==> src/rtl/srlm_pkg.sv <==
// Shared constants and types of the stereo RMS level meter.
// Used by the channel interfaces and by every module of the meter; depends on nothing.
package srlm_pkg;

   // Buffer length limit and the widths that follow from it.
   localparam int MAX_PAIRS  = 256;
   localparam int COUNT_W    = $clog2(MAX_PAIRS + 1);

   // Fixed field widths.
   localparam int SAMPLE_W   = 16;
   localparam int SQUARE_W   = 31;
   localparam int SUM_W      = 40;
   localparam int ROOT_W     = SUM_W / 2;
   localparam int LEVEL_W    = 15;
   localparam int ACC_W      = 24;
   localparam int ALPHA_W    = 16;
   localparam int SCALED_W   = 16;
   localparam int BAND_W     = 2;

   // The shared divider serves both the mean (divisor 2*count) and the scale (full scale).
   localparam int DIVISOR_W  = ((COUNT_W + 1) > LEVEL_W) ? (COUNT_W + 1) : LEVEL_W;

   localparam logic [SUM_W-1:0]   SUM_MAX   = {SUM_W{1'b1}};
   localparam logic [LEVEL_W-1:0] LEVEL_MAX = {LEVEL_W{1'b1}};

   // Configuration port.
   localparam int CSR_INDEX_W = 1;
   localparam int CSR_DATA_W  = 16;
   localparam logic [CSR_INDEX_W-1:0] CSR_SMOOTH_ALPHA     = 1'd0;
   localparam logic [CSR_INDEX_W-1:0] CSR_FULL_SCALE_LEVEL = 1'd1;
   localparam logic [ALPHA_W-1:0] SMOOTH_ALPHA_RESET     = 16'd4588;
   localparam logic [LEVEL_W-1:0] FULL_SCALE_LEVEL_RESET = 15'd5571;

   // Band thresholds on the Q0.16 scaled level.
   localparam logic [SCALED_W-1:0] BAND_QUARTER  = 16'd16384;
   localparam logic [SCALED_W-1:0] BAND_HALF     = 16'd32768;
   localparam logic [SCALED_W-1:0] BAND_3QUARTER = 16'd49152;
   localparam logic [BAND_W-1:0]   BAND_LOW      = 2'd0;
   localparam logic [BAND_W-1:0]   BAND_LOW_MID  = 2'd1;
   localparam logic [BAND_W-1:0]   BAND_HIGH_MID = 2'd2;
   localparam logic [BAND_W-1:0]   BAND_HIGH     = 2'd3;

   // Request into the shared divider.
   typedef struct packed {
      logic                 start;
      logic [SUM_W-1:0]     dividend;
      logic [DIVISOR_W-1:0] divisor;
   } div_req_type;

endpackage

==> src/rtl/srlm_if.sv <==
// Handshake channel interfaces of the stereo RMS level meter.
// Depends on srlm_pkg for the field widths.
interface srlm_req_if;
   logic                                valid;
   logic                                ready;
   logic signed [srlm_pkg::SAMPLE_W-1:0] left_sample;
   logic signed [srlm_pkg::SAMPLE_W-1:0] right_sample;
   logic                                last_in_buffer;

   modport source (output valid, left_sample, right_sample, last_in_buffer, input ready);
   modport sink   (input valid, left_sample, right_sample, last_in_buffer, output ready);
endinterface

interface srlm_rsp_if;
   logic                               valid;
   logic                               ready;
   logic [srlm_pkg::LEVEL_W-1:0]       rms_level;
   logic [srlm_pkg::LEVEL_W-1:0]       smoothed_level;
   logic [srlm_pkg::SCALED_W-1:0]      scaled_level;
   logic [srlm_pkg::BAND_W-1:0]        level_band;

   modport source (output valid, rms_level, smoothed_level, scaled_level, level_band,
                   input ready);
   modport sink   (input valid, rms_level, smoothed_level, scaled_level, level_band,
                   output ready);
endinterface

==> src/rtl/srlm_lane.sv <==
// One squaring lane: registers the square of one signed Q1.15 sample.
// Depends on srlm_pkg for widths.
module srlm_lane (
   input  logic                                 clock,
   input  logic                                 load,
   input  logic signed [srlm_pkg::SAMPLE_W-1:0] sample,
   output logic        [srlm_pkg::SQUARE_W-1:0] square
);
   import srlm_pkg::*;

   logic signed [2*SAMPLE_W-1:0] product;
   logic [SQUARE_W-1:0]          square_ff;
   logic [SQUARE_W-1:0]          square_in;

   // The square is never negative and at most 2^30, so the low 31 bits hold it.
   always_comb begin
      product   = sample * sample;
      square_in = load ? product[SQUARE_W-1:0] : square_ff;
   end

   always_ff @(posedge clock) begin
      square_ff <= square_in;
   end

   assign square = square_ff;
endmodule

==> src/rtl/srlm_merge.sv <==
// Merging stage: adds both lane squares into the saturating sum and counts pairs.
// Depends on srlm_pkg for widths and the buffer length limit.
module srlm_merge (
   input  logic                                clock,
   input  logic                                reset,
   input  logic                                add_en,
   input  logic                                clear,
   input  logic [srlm_pkg::SQUARE_W-1:0]       square_left,
   input  logic [srlm_pkg::SQUARE_W-1:0]       square_right,
   output logic [srlm_pkg::SUM_W-1:0]          sum_of_squares,
   output logic [srlm_pkg::COUNT_W-1:0]        sample_count
);
   import srlm_pkg::*;

   logic [SUM_W-1:0]   sum_ff, sum_in;
   logic [COUNT_W-1:0] count_ff, count_in;
   logic [SUM_W:0]     total;

   // Pairs past the limit add nothing; the sum saturates at its maximum.
   always_comb begin
      total    = {1'b0, sum_ff} + (SUM_W + 1)'(square_left) + (SUM_W + 1)'(square_right);
      sum_in   = sum_ff;
      count_in = count_ff;
      if (clear) begin
         sum_in   = '0;
         count_in = '0;
      end else if (add_en && (count_ff < COUNT_W'(MAX_PAIRS))) begin
         sum_in   = total[SUM_W] ? SUM_MAX : total[SUM_W-1:0];
         count_in = count_ff + COUNT_W'(1);
      end
   end

   always_ff @(posedge clock) begin
      if (reset) begin
         sum_ff   <= '0;
         count_ff <= '0;
      end else begin
         sum_ff   <= sum_in;
         count_ff <= count_in;
      end
   end

   assign sum_of_squares = sum_ff;
   assign sample_count   = count_ff;
endmodule

==> src/rtl/srlm_divider.sv <==
// Restoring divider, one quotient bit per cycle, shared by the mean and the scale.
// Depends on srlm_pkg for widths and the request struct.
module srlm_divider (
   input  logic                          clock,
   input  logic                          reset,
   input  srlm_pkg::div_req_type         req,
   output logic [srlm_pkg::SUM_W-1:0]    quotient,
   output logic                          done
);
   import srlm_pkg::*;

   localparam int STEP_W = $clog2(SUM_W + 1);

   logic                 busy_ff, busy_in;
   logic                 done_ff, done_in;
   logic [STEP_W-1:0]    step_ff, step_in;
   logic [DIVISOR_W-1:0] rem_ff, rem_in;
   logic [DIVISOR_W-1:0] dvs_ff, dvs_in;
   logic [SUM_W-1:0]     quo_ff, quo_in;
   logic [DIVISOR_W:0]   shifted;
   logic [DIVISOR_W:0]   diff;
   logic                 fits;

   // The dividend shifts out of the top of quo_ff while quotient bits shift in below.
   always_comb begin
      shifted = {rem_ff, quo_ff[SUM_W-1]};
      diff    = shifted - {1'b0, dvs_ff};
      fits    = (shifted >= {1'b0, dvs_ff});
      busy_in = busy_ff;
      done_in = 1'b0;
      step_in = step_ff;
      rem_in  = rem_ff;
      dvs_in  = dvs_ff;
      quo_in  = quo_ff;
      if (req.start) begin
         busy_in = 1'b1;
         step_in = STEP_W'(SUM_W);
         rem_in  = '0;
         dvs_in  = req.divisor;
         quo_in  = req.dividend;
      end else if (busy_ff) begin
         rem_in  = fits ? diff[DIVISOR_W-1:0] : shifted[DIVISOR_W-1:0];
         quo_in  = {quo_ff[SUM_W-2:0], fits};
         step_in = step_ff - STEP_W'(1);
         if (step_ff == STEP_W'(1)) begin
            busy_in = 1'b0;
            done_in = 1'b1;
         end
      end
   end

   always_ff @(posedge clock) begin
      if (reset) begin
         busy_ff <= 1'b0;
         done_ff <= 1'b0;
         step_ff <= '0;
      end else begin
         busy_ff <= busy_in;
         done_ff <= done_in;
         step_ff <= step_in;
      end
      rem_ff <= rem_in;
      dvs_ff <= dvs_in;
      quo_ff <= quo_in;
   end

   assign quotient = quo_ff;
   assign done     = done_ff;
endmodule

==> src/rtl/srlm_sqrt.sv <==
// Integer square root, one result bit per cycle from two radicand bits.
// Depends on srlm_pkg for widths.
module srlm_sqrt (
   input  logic                          clock,
   input  logic                          reset,
   input  logic                          start,
   input  logic [srlm_pkg::SUM_W-1:0]    radicand,
   output logic [srlm_pkg::ROOT_W-1:0]   root,
   output logic                          done
);
   import srlm_pkg::*;

   localparam int STEP_W = $clog2(ROOT_W + 1);

   logic                busy_ff, busy_in;
   logic                done_ff, done_in;
   logic [STEP_W-1:0]   step_ff, step_in;
   logic [SUM_W-1:0]    rad_ff, rad_in;
   logic [ROOT_W:0]     rem_ff, rem_in;
   logic [ROOT_W-1:0]   root_ff, root_in;
   logic [ROOT_W+2:0]   rem_shift;
   logic [ROOT_W+2:0]   trial;
   logic [ROOT_W+2:0]   diff;
   logic                fits;

   // Classic digit recurrence: try (4*root + 1) against the shifted remainder.
   always_comb begin
      rem_shift = {rem_ff, rad_ff[SUM_W-1:SUM_W-2]};
      trial     = {1'b0, root_ff, 2'b01};
      diff      = rem_shift - trial;
      fits      = (rem_shift >= trial);
      busy_in   = busy_ff;
      done_in   = 1'b0;
      step_in   = step_ff;
      rad_in    = rad_ff;
      rem_in    = rem_ff;
      root_in   = root_ff;
      if (start) begin
         busy_in = 1'b1;
         step_in = STEP_W'(ROOT_W);
         rad_in  = radicand;
         rem_in  = '0;
         root_in = '0;
      end else if (busy_ff) begin
         rad_in  = {rad_ff[SUM_W-3:0], 2'b00};
         rem_in  = fits ? diff[ROOT_W:0] : rem_shift[ROOT_W:0];
         root_in = {root_ff[ROOT_W-2:0], fits};
         step_in = step_ff - STEP_W'(1);
         if (step_ff == STEP_W'(1)) begin
            busy_in = 1'b0;
            done_in = 1'b1;
         end
      end
   end

   always_ff @(posedge clock) begin
      if (reset) begin
         busy_ff <= 1'b0;
         done_ff <= 1'b0;
         step_ff <= '0;
      end else begin
         busy_ff <= busy_in;
         done_ff <= done_in;
         step_ff <= step_in;
      end
      rad_ff  <= rad_in;
      rem_ff  <= rem_in;
      root_ff <= root_in;
   end

   assign root = root_ff;
   assign done = done_ff;
endmodule

==> src/rtl/stereo_rms_level_meter_unit.sv <==
// Top level of the stereo RMS level meter: lanes, merge, shared divider, root and smoothing.
// Depends on srlm_pkg, srlm_if, srlm_lane, srlm_merge, srlm_divider and srlm_sqrt.
//
// Each accepted item is a stereo pair; two lanes square the left and right samples in
// parallel and a merge stage adds both into a saturating 40-bit sum and a pair count
// (pairs past MAX_PAIRS in one buffer are ignored). An ordinary item is accepted in
// S_IDLE and merged in S_MERGE, while the input is not ready. An item marked last in its
// buffer also runs the buffer-end sequence before the next item is accepted: the mean
// goes through the shared one-bit-per-cycle divider, the square root follows, the
// smoothing update uses one multiply and one add, and the full-scale mapping reuses the
// divider. One result item follows each buffer; it sits in an output register, so the
// meter takes new items while it waits to be collected, and holds a later buffer's
// result only until that register is free. smooth_alpha and full_scale_level are to be
// written through the csr port only while the meter is idle; the meter does not enforce it.
module stereo_rms_level_meter_unit (
   input  logic                                   clock,
   input  logic                                   reset,
   srlm_req_if.sink                               req_chan,
   srlm_rsp_if.source                             rsp_chan,
   input  logic                                   csr_write,
   input  logic [srlm_pkg::CSR_INDEX_W-1:0]       csr_index,
   input  logic [srlm_pkg::CSR_DATA_W-1:0]        csr_data
);
   import srlm_pkg::*;

   typedef enum logic [3:0] {
      S_IDLE, S_MERGE, S_MEAN, S_MEAN_WAIT, S_ROOT, S_ROOT_WAIT,
      S_MUL, S_ADD, S_SCALE, S_SCALE_WAIT, S_OUT
   } state_type;

   localparam int DIFF_W = ACC_W + 1;
   localparam int PROD_W = ALPHA_W + 1 + DIFF_W;

   state_type                 state_ff, state_in;
   logic                      last_ff, last_in;
   logic                      count_zero_ff, count_zero_in;
   logic [LEVEL_W-1:0]        rms_ff, rms_in;
   logic [ACC_W-1:0]          acc_ff, acc_in;
   logic signed [PROD_W-1:0]  prod_ff, prod_in;
   logic [ALPHA_W-1:0]        alpha_ff, alpha_in;
   logic [LEVEL_W-1:0]        full_scale_ff, full_scale_in;
   logic                      rsp_valid_ff, rsp_valid_in;
   logic [LEVEL_W-1:0]        rsp_rms_ff, rsp_rms_in;
   logic [LEVEL_W-1:0]        rsp_smoothed_ff, rsp_smoothed_in;
   logic [SCALED_W-1:0]       rsp_scaled_ff, rsp_scaled_in;
   logic [BAND_W-1:0]         rsp_band_ff, rsp_band_in;

   logic                      accept;
   logic                      merge_clear;
   logic [SQUARE_W-1:0]       square_left;
   logic [SQUARE_W-1:0]       square_right;
   logic [SUM_W-1:0]          sum_of_squares;
   logic [COUNT_W-1:0]        sample_count;
   div_req_type               div_req;
   logic [SUM_W-1:0]          quotient;
   logic                      div_done;
   logic                      sqrt_start;
   logic [SUM_W-1:0]          radicand;
   logic [ROOT_W-1:0]         root;
   logic                      sqrt_done;
   logic [LEVEL_W-1:0]        fs_eff;
   logic signed [DIFF_W-1:0]  diff;
   logic signed [PROD_W-1:0]  acc_sum;
   logic [ACC_W:0]            smoothed_round;
   logic [SCALED_W-1:0]       scaled;
   logic [BAND_W-1:0]         band;

   // Squaring lanes, one per channel.
   srlm_lane u_lane_left (
      .clock  (clock),
      .load   (accept),
      .sample (req_chan.left_sample),
      .square (square_left)
   );

   srlm_lane u_lane_right (
      .clock  (clock),
      .load   (accept),
      .sample (req_chan.right_sample),
      .square (square_right)
   );

   // Merge of both lanes into the buffer sum and pair count.
   srlm_merge u_merge (
      .clock          (clock),
      .reset          (reset),
      .add_en         (state_ff == S_MERGE),
      .clear          (merge_clear),
      .square_left    (square_left),
      .square_right   (square_right),
      .sum_of_squares (sum_of_squares),
      .sample_count   (sample_count)
   );

   srlm_divider u_divider (
      .clock    (clock),
      .reset    (reset),
      .req      (div_req),
      .quotient (quotient),
      .done     (div_done)
   );

   srlm_sqrt u_sqrt (
      .clock    (clock),
      .reset    (reset),
      .start    (sqrt_start),
      .radicand (radicand),
      .root     (root),
      .done     (sqrt_done)
   );

   assign accept   = req_chan.valid && (state_ff == S_IDLE);
   assign req_chan.ready = (state_ff == S_IDLE);

   // Unit requests: the sum is cleared as soon as the divider has taken it.
   always_comb begin
      fs_eff           = (full_scale_ff == '0) ? LEVEL_W'(1) : full_scale_ff;
      merge_clear      = (state_ff == S_MEAN);
      div_req.start    = (state_ff == S_MEAN) || (state_ff == S_SCALE);
      div_req.dividend = sum_of_squares;
      div_req.divisor  = DIVISOR_W'({sample_count, 1'b0});
      if (state_ff == S_SCALE) begin
         div_req.dividend = SUM_W'({acc_ff, 8'b0});
         div_req.divisor  = DIVISOR_W'(fs_eff);
      end
      sqrt_start = (state_ff == S_ROOT);
      radicand   = count_zero_ff ? '0 : quotient;
   end

   // Smoothing arithmetic and the mapping against full scale.
   always_comb begin
      diff    = $signed({2'b00, rms_ff, 8'b0}) - $signed({1'b0, acc_ff});
      acc_sum = $signed({(PROD_W - ACC_W - 16)'(0), acc_ff, 16'b0}) + prod_ff
                + $signed(PROD_W'(32768));
      smoothed_round = {1'b0, acc_ff} + (ACC_W + 1)'(128);
      scaled  = (quotient[SUM_W-1:SCALED_W] != '0) ? {SCALED_W{1'b1}}
                                                   : quotient[SCALED_W-1:0];
      if (scaled > BAND_3QUARTER) begin
         band = BAND_HIGH;
      end else if (scaled > BAND_HALF) begin
         band = BAND_HIGH_MID;
      end else if (scaled > BAND_QUARTER) begin
         band = BAND_LOW_MID;
      end else begin
         band = BAND_LOW;
      end
   end

   // Sequencer, configuration registers and the output register.
   always_comb begin
      state_in        = state_ff;
      last_in         = last_ff;
      count_zero_in   = count_zero_ff;
      rms_in          = rms_ff;
      acc_in          = acc_ff;
      prod_in         = prod_ff;
      alpha_in        = alpha_ff;
      full_scale_in   = full_scale_ff;
      rsp_valid_in    = rsp_valid_ff && !rsp_chan.ready;
      rsp_rms_in      = rsp_rms_ff;
      rsp_smoothed_in = rsp_smoothed_ff;
      rsp_scaled_in   = rsp_scaled_ff;
      rsp_band_in     = rsp_band_ff;

      if (csr_write) begin
         case (csr_index)
            CSR_SMOOTH_ALPHA: begin
               alpha_in = csr_data[ALPHA_W-1:0];
            end
            CSR_FULL_SCALE_LEVEL: begin
               full_scale_in = csr_data[LEVEL_W-1:0];
            end
            default: begin
            end
         endcase
      end

      case (state_ff)
         S_IDLE: begin
            if (accept) begin
               last_in  = req_chan.last_in_buffer;
               state_in = S_MERGE;
            end
         end
         S_MERGE: begin
            state_in = last_ff ? S_MEAN : S_IDLE;
         end
         S_MEAN: begin
            count_zero_in = (sample_count == '0);
            state_in      = S_MEAN_WAIT;
         end
         S_MEAN_WAIT: begin
            if (div_done) begin
               state_in = S_ROOT;
            end
         end
         S_ROOT: begin
            state_in = S_ROOT_WAIT;
         end
         S_ROOT_WAIT: begin
            if (sqrt_done) begin
               // A full-scale mean gives a root of 32768, which clamps.
               rms_in   = (root > ROOT_W'(LEVEL_MAX)) ? LEVEL_MAX : root[LEVEL_W-1:0];
               state_in = S_MUL;
            end
         end
         S_MUL: begin
            prod_in  = $signed({1'b0, alpha_ff}) * diff;
            state_in = S_ADD;
         end
         S_ADD: begin
            acc_in   = acc_sum[ACC_W+15:16];
            state_in = S_SCALE;
         end
         S_SCALE: begin
            state_in = S_SCALE_WAIT;
         end
         S_SCALE_WAIT: begin
            if (div_done) begin
               state_in = S_OUT;
            end
         end
         S_OUT: begin
            if (!rsp_valid_ff || rsp_chan.ready) begin
               rsp_valid_in    = 1'b1;
               rsp_rms_in      = rms_ff;
               rsp_smoothed_in = (smoothed_round[ACC_W:8] > (ACC_W - 7)'(LEVEL_MAX))
                                 ? LEVEL_MAX : smoothed_round[LEVEL_W+7:8];
               rsp_scaled_in   = scaled;
               rsp_band_in     = band;
               state_in        = S_IDLE;
            end
         end
         default: begin
            state_in = S_IDLE;
         end
      endcase
   end

   always_ff @(posedge clock) begin
      if (reset) begin
         state_ff      <= S_IDLE;
         last_ff       <= 1'b0;
         count_zero_ff <= 1'b0;
         acc_ff        <= '0;
         alpha_ff      <= SMOOTH_ALPHA_RESET;
         full_scale_ff <= FULL_SCALE_LEVEL_RESET;
         rsp_valid_ff  <= 1'b0;
      end else begin
         state_ff      <= state_in;
         last_ff       <= last_in;
         count_zero_ff <= count_zero_in;
         acc_ff        <= acc_in;
         alpha_ff      <= alpha_in;
         full_scale_ff <= full_scale_in;
         rsp_valid_ff  <= rsp_valid_in;
      end
      rms_ff          <= rms_in;
      prod_ff         <= prod_in;
      rsp_rms_ff      <= rsp_rms_in;
      rsp_smoothed_ff <= rsp_smoothed_in;
      rsp_scaled_ff   <= rsp_scaled_in;
      rsp_band_ff     <= rsp_band_in;
   end

   assign rsp_chan.valid          = rsp_valid_ff;
   assign rsp_chan.rms_level      = rsp_rms_ff;
   assign rsp_chan.smoothed_level = rsp_smoothed_ff;
   assign rsp_chan.scaled_level   = rsp_scaled_ff;
   assign rsp_chan.level_band     = rsp_band_ff;
endmodule
==> src/flat_wrapper.sv <==
// flat-port wrapper written by rule: the top's interface ports become plain ports
module stereo_rms_level_meter_unit_flat import srlm_pkg::*;
  (clock, reset, csr_write, csr_index, csr_data, req_chan_valid, req_chan_left_sample, req_chan_right_sample, req_chan_last_in_buffer, req_chan_ready, rsp_chan_valid, rsp_chan_rms_level, rsp_chan_smoothed_level, rsp_chan_scaled_level, rsp_chan_level_band, rsp_chan_ready);
  srlm_req_if req_chan_i ();
  srlm_rsp_if rsp_chan_i ();
  input  logic clock;
  input  logic reset;
  input  logic csr_write;
  input  logic [srlm_pkg::CSR_INDEX_W-1:0] csr_index;
  input  logic [srlm_pkg::CSR_DATA_W-1:0] csr_data;
  input wire logic [$bits(req_chan_i.valid)-1:0] req_chan_valid;
  input wire logic [$bits(req_chan_i.left_sample)-1:0] req_chan_left_sample;
  input wire logic [$bits(req_chan_i.right_sample)-1:0] req_chan_right_sample;
  input wire logic [$bits(req_chan_i.last_in_buffer)-1:0] req_chan_last_in_buffer;
  output wire logic [$bits(req_chan_i.ready)-1:0] req_chan_ready;
  output wire logic [$bits(rsp_chan_i.valid)-1:0] rsp_chan_valid;
  output wire logic [$bits(rsp_chan_i.rms_level)-1:0] rsp_chan_rms_level;
  output wire logic [$bits(rsp_chan_i.smoothed_level)-1:0] rsp_chan_smoothed_level;
  output wire logic [$bits(rsp_chan_i.scaled_level)-1:0] rsp_chan_scaled_level;
  output wire logic [$bits(rsp_chan_i.level_band)-1:0] rsp_chan_level_band;
  input wire logic [$bits(rsp_chan_i.ready)-1:0] rsp_chan_ready;
  assign req_chan_i.valid = req_chan_valid;
  assign req_chan_i.left_sample = req_chan_left_sample;
  assign req_chan_i.right_sample = req_chan_right_sample;
  assign req_chan_i.last_in_buffer = req_chan_last_in_buffer;
  assign req_chan_ready = req_chan_i.ready;
  assign rsp_chan_valid = rsp_chan_i.valid;
  assign rsp_chan_rms_level = rsp_chan_i.rms_level;
  assign rsp_chan_smoothed_level = rsp_chan_i.smoothed_level;
  assign rsp_chan_scaled_level = rsp_chan_i.scaled_level;
  assign rsp_chan_level_band = rsp_chan_i.level_band;
  assign rsp_chan_i.ready = rsp_chan_ready;
  stereo_rms_level_meter_unit u_core (.clock(clock), .reset(reset), .req_chan(req_chan_i), .rsp_chan(rsp_chan_i), .csr_write(csr_write), .csr_index(csr_index), .csr_data(csr_data));
endmodule
==> config.mk <==
export PLATFORM = sky130hd
export DESIGN_NAME = stereo_rms_level_meter_unit_flat
export DESIGN_NICKNAME = d
export VERILOG_FILES = /design/src/rtl/srlm_pkg.sv /design/src/rtl/srlm_if.sv /design/src/rtl/srlm_lane.sv /design/src/rtl/srlm_merge.sv /design/src/rtl/srlm_divider.sv /design/src/rtl/srlm_sqrt.sv /design/src/rtl/stereo_rms_level_meter_unit.sv /design/src/flat_wrapper.sv
export SDC_FILE = /design/constraint.sdc
export NUM_CORES = 2
export LEC_CHECK = 0
export BUFFER_PORTS_ARGS = -buffer_cell sky130_fd_sc_hd__clkbuf_2
export CORE_AREA = 4 4 569 289
export CTS_CLUSTER_SIZE = 30
export DETAILED_ROUTE_END_ITERATION = 6
export DIE_AREA = 0 0 573 293
export GPL_TIMING_DRIVEN = 0
export HOLD_SLACK_MARGIN = 0.05
export PLACE_DENSITY = 0.44
export SYNTH_ARGS = -nofsm -noshare
export SYNTH_HDL_FRONTEND = slang
export SYNTH_SLANG_ARGS = --single-unit
==> constraint.sdc <==
create_clock -name clock -period 19.5 [get_ports clock]
set_clock_uncertainty 0.1 [all_clocks]
set_input_delay 2.925 -clock clock [delete_from_list [all_inputs] [get_ports clock]]
set_output_delay 2.925 -clock clock [all_outputs]
set_load 0.02 [all_outputs]
* Word-level counts from Yosys, hierarchy flattened *
Index checks and enable logic that the tools add are counted.

word-level totals
  register bits after elaboration = 442
  output and inout port bits = 50
  logic and storage cells = 137

cells by class
  add/sub/neg operators = 11
  multipliers = 3
  $lt $le $gt $ge = 8
  eq/ne operators = 17
  multiplexer cells = 34
  bitwise operators = 4
  reductions and logical operators = 26

operators with widths
  cell                                                             number
  2-to-1 mux 40 bit                                                6
  multiplier 16 x 16 -> 31 bit                                     2
  2-to-1 mux 55 bit                                                1
  one-hot mux 4 bit (11 select lines)                              1
  adder 40 x 31 -> 41 bit                                          1
  adder 41 x 31 -> 41 bit                                          1
  adder 40 x 17 -> 40 bit, second input constant                   1
  adder 40 bit                                                     1
  multiplier 17 x 25 -> 40 bit                                     1
  greater-than comparator 16 bit, second input constant            2
  2-to-1 mux 15 bit                                                2
  adder 24 x 8 -> 25 bit, second input constant                    1
  subtractor 23 x 24 -> 25 bit                                     1
  nonzero test 24 bit                                              1
  >= comparator 23 x 22 -> 1 bit                                   1
  2-to-1 mux 21 bit                                                1
  subtractor 21 bit                                                1
  greater-than comparator 20 x 15 -> 1 bit, second input constant  1
  2-to-1 mux 4 bit                                                 5
  greater-than comparator 17 x 15 -> 1 bit, second input constant  1
  equality test 4 x 3 -> 1 bit, second input constant              4
  >= comparator 16 x 15 -> 1 bit                                   1
  greater-than comparator 16 x 15 -> 1 bit, second input constant  1
  2-to-1 mux 16 bit                                                1
  other kinds (28)                                                 64

* Logic depth before layout (Yosys ltp) *
  depth in word-level cells = 5
  mapped depth = 36

* Modules after synthesis *
Synthesis repeated with hierarchy kept, for this count alone.

second synthesis, totals
  cell total of the unflattened synthesis = 5801
  area total of the unflattened synthesis = 54908.9 µm²

by module, submodules not included
  module                       times used  cells an instance  area an instance (µm²)  sequential area each (µm²)
  stereo_rms_level_meter_unit  1           2435               22112.5                 3883.7
  srlm_lane                    2           1032               9867.0                  900.9
  srlm_sqrt                    1           478                4792.1                  2162.1
  srlm_merge                   1           477                4179.0                  980.9
  srlm_divider                 1           347                4091.4                  2112.0

* Least setup slack after synthesis *
OpenSTA, ideal clock, no wires.

  path kind = reg2reg
  from = register u_core.acc_ff[0]
  to = register u_core.prod_ff[39], data pin
  setup time = 0.260 ns
  arrival = 8.623 ns
  required time = 19.140 ns
  setup slack = 10.517 ns
  cell stages (with the launch flop) = 34
  clock period less this slack = 8.983 ns
  cell sequence = dfxtp_1 clkbuf_1 clkbuf_1 inv_1 ha_1 nor2b_1 nand4b_1 a21oi_1 o41ai_1 o21ai_1 o211ai_1 nand3_1 o21a_1 o21bai_1 buf_2 nand2_1 inv_1 fa_1 fa_1 clkbuf_1 xnor2_1 xnor2_1 fa_1 fa_1 inv_1 fa_1 inv_1 ha_1 a21o_2 a221o_2 or4_4 a31o_4 a21oi_2 xnor2_1

on the way
  cells in the longest elaborated chain, start to end = 2

RTL lines
  element                       line                                RTL
  start, declared               stereo_rms_level_meter_unit.sv:38   logic [ACC_W-1:0] acc_ff, acc_in;
  start signal, assigned        stereo_rms_level_meter_unit.sv:253  acc_ff <= acc_in;
  subtractor 23 x 24 -> 25 bit  stereo_rms_level_meter_unit.sv:132  diff = $signed({2'b00, rms_ff, 8'b0}) - $signed({1'b0, acc_ff});
  multiplier 17 x 25 -> 40 bit  stereo_rms_level_meter_unit.sv:208  prod_in = $signed({1'b0, alpha_ff}) * diff;
  end signal, assigned          stereo_rms_level_meter_unit.sv:259  prod_ff <= prod_in;
  end, declared                 stereo_rms_level_meter_unit.sv:39   logic signed [PROD_W-1:0] prod_ff, prod_in;

Every way passes these cells.
A chain may end at the register's enable or synchronous reset.

* Final worst setup path *
  from = register u_core.acc_ff[0]
  to = register u_core.prod_ff[38], data pin

Same word-level chain as after synthesis.

==> results.rst <==
.. list-table::
   :header-rows: 1

   * - Metric
     - Value
   * - Result of the run
     - finished, violations left
   * - Failing checks
     - max-capacitance violations, max-slew violations
   * - Initial DRC Count
     - 3407
   * - Kind of capture point of the worst setup path
     - flip-flop
   * - Clock tree from TritonCTS
     - built
   * - Final setup vio count
     - 0
   * - Net switching power
     - 0.00494 W
   * - Number of hold-slack violations in the final timing report
     - 0
   * - Count leader, synth
     - inv_1
   * - Count of flip-flops with a built-in enable after synthesis
     - 243
   * - Area growth syn-to-layout
     - 9.57%
   * - Height of the die
     - 293 um
   * - Pin count of the biggest net entering global routing
     - 62
   * - Max-cap check violation count
     - 2
   * - Portion of total power attributed to sequential cells
     - 0.153
   * - Commonest cells in the synthesized netlist
     - 1150 x inv_1, 869 x fa_1, 748 x nand2_1
   * - Htree depth
     - 2
   * - Period utilisation layout
     - 0.659
   * - Crit-path slowest cell
     - clkbuf_1
   * - Overall global routing resource usage
     - 0.203
   * - Largest stage delay, worst path
     - 800 ps
   * - Max VDD drop
     - 0.226 mV
   * - Total area of sequential cells
     - 10900 um2
   * - Cell count of the worst reg-to-reg path
     - 32
   * - Iteration count of the initial detailed-routing pass
     - 6
   * - Number of setup buffers added after CTS
     - 0
   * - Amount of wire on met2 after detailed routing
     - 52700 um
   * - Final TNS setup
     - 0 ps
   * - Die Footprint
     - 168000 um2
   * - Async set-or-reset flop fraction in the synthesized netlist
     - 0
   * - Layout cell share with drive strength beyond 1
     - 0.0443
   * - Estimated wirelength of the detail-placed design
     - 145000 um
   * - Critical path startpoint category
     - flip-flop
   * - Sequential area share after synthesis
     - 0.208
   * - Synth unique cells
     - 87
   * - Number of nets still failing antenna checks after routing
     - 0
   * - Fraction of power consumed by the clock network
     - 0.098
   * - Internal power summed over all cells
     - 0.00498 W
   * - Final Wtd Congestion
     - 0.918
   * - CTS sink count
     - 425
   * - Antenna violations before repair
     - 15
   * - Maximum number of buffers from clock root to sink
     - 3
   * - Num CTS Buffers
     - 46
   * - Remaining routing DRC violations
     - 0
   * - Max-Slew Margin vs Limit
     - -0.0733
   * - Vias in the first global route
     - 37271
   * - Switching share of power
     - 0.498
   * - Post-detailed-route via-to-cell ratio
     - 4.81
   * - Post-synth top area cell
     - fa_1
   * - Final critical delay including setup and external delays
     - 12850 ps
   * - Highest net fanout along the worst path
     - 10
   * - Clock latency on the worst-skew pair
     - 630 ps
   * - Port Buffers
     - 101
   * - Chip width
     - 573 um
   * - YS warnings
     - 0
   * - Number of cells produced by synthesis
     - 5585
   * - Primary flip-flop cell chosen by synthesis mapping
     - edfxtp_1
   * - Leakage power
     - 26.8 nW
   * - Max frequency
     - 77.8 MHz
   * - Area of the core region
     - 160000 um2
   * - FF+latch count, synth
     - 425
   * - Cells taking the most area after synthesis
     - fa_1 33%, edfxtp_1 14%, ha_1 8.8%
   * - Max-slew violation count
     - 17
   * - Worst Path Required
     - 19700 ps
   * - Clock transition at the registers of the reported paths
     - 70 ps
   * - Overflow left after global routing
     - 0
   * - Clock Root Buffer
     - clkbuf_16
   * - Number of buffers inserted for hold repair after clock tree synthesis
     - 0
   * - Layout Utilization
     - 0.360
   * - Total Routed Length
     - 170000 um
   * - DR WL/cell
     - 21.5 um
   * - Transition time of the tightest slew-check pin
     - 1600 ps
   * - Power density over cell area
     - 173 nW/um2
   * - Hold crit path type
     - flip-flop to flip-flop
   * - Highest layer used for signal routing
     - met5
   * - Net count of the finished layout
     - 7037
   * - Boundary pin count
     - 105
   * - Total number of vias
     - 38098
   * - Depth of the worst hold-timing path
     - 2
   * - Crit path top cell by count
     - fa_1
   * - Data arrival time of the critical path
     - 13060 ps
   * - Combinational power share
     - 0.749
   * - Initial core utilization
     - 0.329
   * - Portion of synthesized cell area occupied by the leading cell type
     - 0.332
   * - Multi-input gate area
     - 36500 um2
   * - Total of cells resized after clock tree synthesis
     - 0
   * - Avg Synthesized Cell Area
     - 9.40 um2
   * - Netlist area before placement
     - 52500 um2
   * - Setup repair after global routing missed its margin
     - no
   * - Met3 wirelength from detailed routing
     - 19500 um
   * - First-pass GRT wire length
     - 255000 um
   * - Placement row count
     - 104
   * - Critical setup path kind
     - flip-flop to flip-flop
   * - Filler Cells Inserted
     - 16335
   * - Met1 wire length
     - 96900 um
   * - Synthesized netlist net count
     - 6878
## flip-flops by register name, indices dropped and copies added, names as in the netlist, 20 cells and up
register	flops
u_core.u_divider.quotient	40
u_core.u_merge.sum_of_squares	40
u_core.u_sqrt.rad_ff	40
u_core.u_lane_left.square	30
u_core.u_lane_right.square	30
u_core.prod_ff	25
u_core.acc_ff	24
u_core.u_sqrt.rem_ff	21
u_core.u_sqrt.root	20
## cell usage in the layout (no fill, tap or decap), types with 54 or more instances in the layout
| cell | netlist | routed |
|---|---|---|
| inv_1 | 1150 | 1150 |
| fa_1 | 869 | 869 |
| nand2_1 | 748 | 748 |
| ha_1 | 369 | 369 |
| and2_1 | 275 | 275 |
| nor2_1 | 244 | 244 |
| edfxtp_1 | 243 | 243 |
| a21oi_1 | 217 | 217 |
| clkbuf_1 | 180 | 191 |
| dfxtp_1 | 182 | 182 |
| xnor2_1 | 153 | 148 |
| o21ai_0 | 114 | 114 |
| clkbuf_2 | 0 | 102 |
| xor2_1 | 71 | 71 |
| nor3_1 | 60 | 60 |
| nand3b_1 | 57 | 57 |
| a21o_1 | 54 | 54 |
## routing by layer
metal	GRT usage	up-vias
met5	0	-
met2	0.215	1240
li1	-	17772
met4	0.0158	4
met3	0.0751	84
met1	0.363	18998
## cell families (layout without fill, tap and decap cells)
kind of cell	Yosys count	in the layout	synth area share
simple gates	1653	1653	0.150
buf+inv	1350	1547	0.0972
fa+ha+maj	1242	1242	0.420
compound gates	636	636	0.0768
flops	425	425	0.208
xor+xnor	224	224	0.0374
mux	53	53	0.0102
other cells	2	15	0.000143
## area by class of cell
type | instances | share of cell area
sequential | 425 | 0.190
timing repair buffer | 111 | 0.0113
clock buffer | 65 | 0.0229
antenna | 13 | 0.000566
buffer | 198 | 0.0135
clock inverter | 21 | 0.00542
inverter | 1152 | 0.0752
multi-input combinational | 3810 | 0.635
tap | 2120 | 0.0461
## path summary, 6_finish.rpt
check	from	endpoint	slack (ps)
setup / recovery	u_core.acc_ff[0]	u_core.prod_ff[38]	6650
setup reg to reg	u_core.acc_ff[0]	u_core.prod_ff[38]	6650
hold / removal	u_core.u_divider.rem_ff[14]	u_core.u_divider.rem_ff[14]	390
hold reg to reg	u_core.u_divider.rem_ff[14]	u_core.u_divider.rem_ff[14]	390
## stage by stage
stage                     power, W  std cells  setup slack (ps)  instance area [um2]  hold WS, ps
after floorplan            0.00680       5585             10520                52500          331
after CTS                  0.00997       7900              6990                57400          383
after global routing        0.0110       7903              6200                57500          407
after detailed placement   0.00895       7814              7040                55800          371
final                      0.00992       7915              6650                57500          387
after global placement     0.00888       7806              6420                55600          372
## power groups by stage
stage | Sequential (W) | Clock [W] | Combinational, W
after global placement | 0.00155 | 0 | 0.00733
final | 0.00152 | 0.000971 | 0.00743
after global routing | 0.00154 | 0.00103 | 0.00839
after detailed placement | 0.00154 | 0 | 0.00740
after floorplan | 0.00148 | 0 | 0.00531
after CTS | 0.00152 | 0.000993 | 0.00745
## critical path: cells and delay by family (launching register included)
| family | cells | cell delay [ps] |
|---|---|---|
| xor+xnor | 3 | 1450 |
| simple gates | 5 | 1110 |
| flops | 1 | 400 |
| fa+ha+maj | 7 | 3440 |
| compound gates | 9 | 3220 |
| buf+inv | 8 | 2790 |
Note: power is estimated with default switching activity, not from simulation.
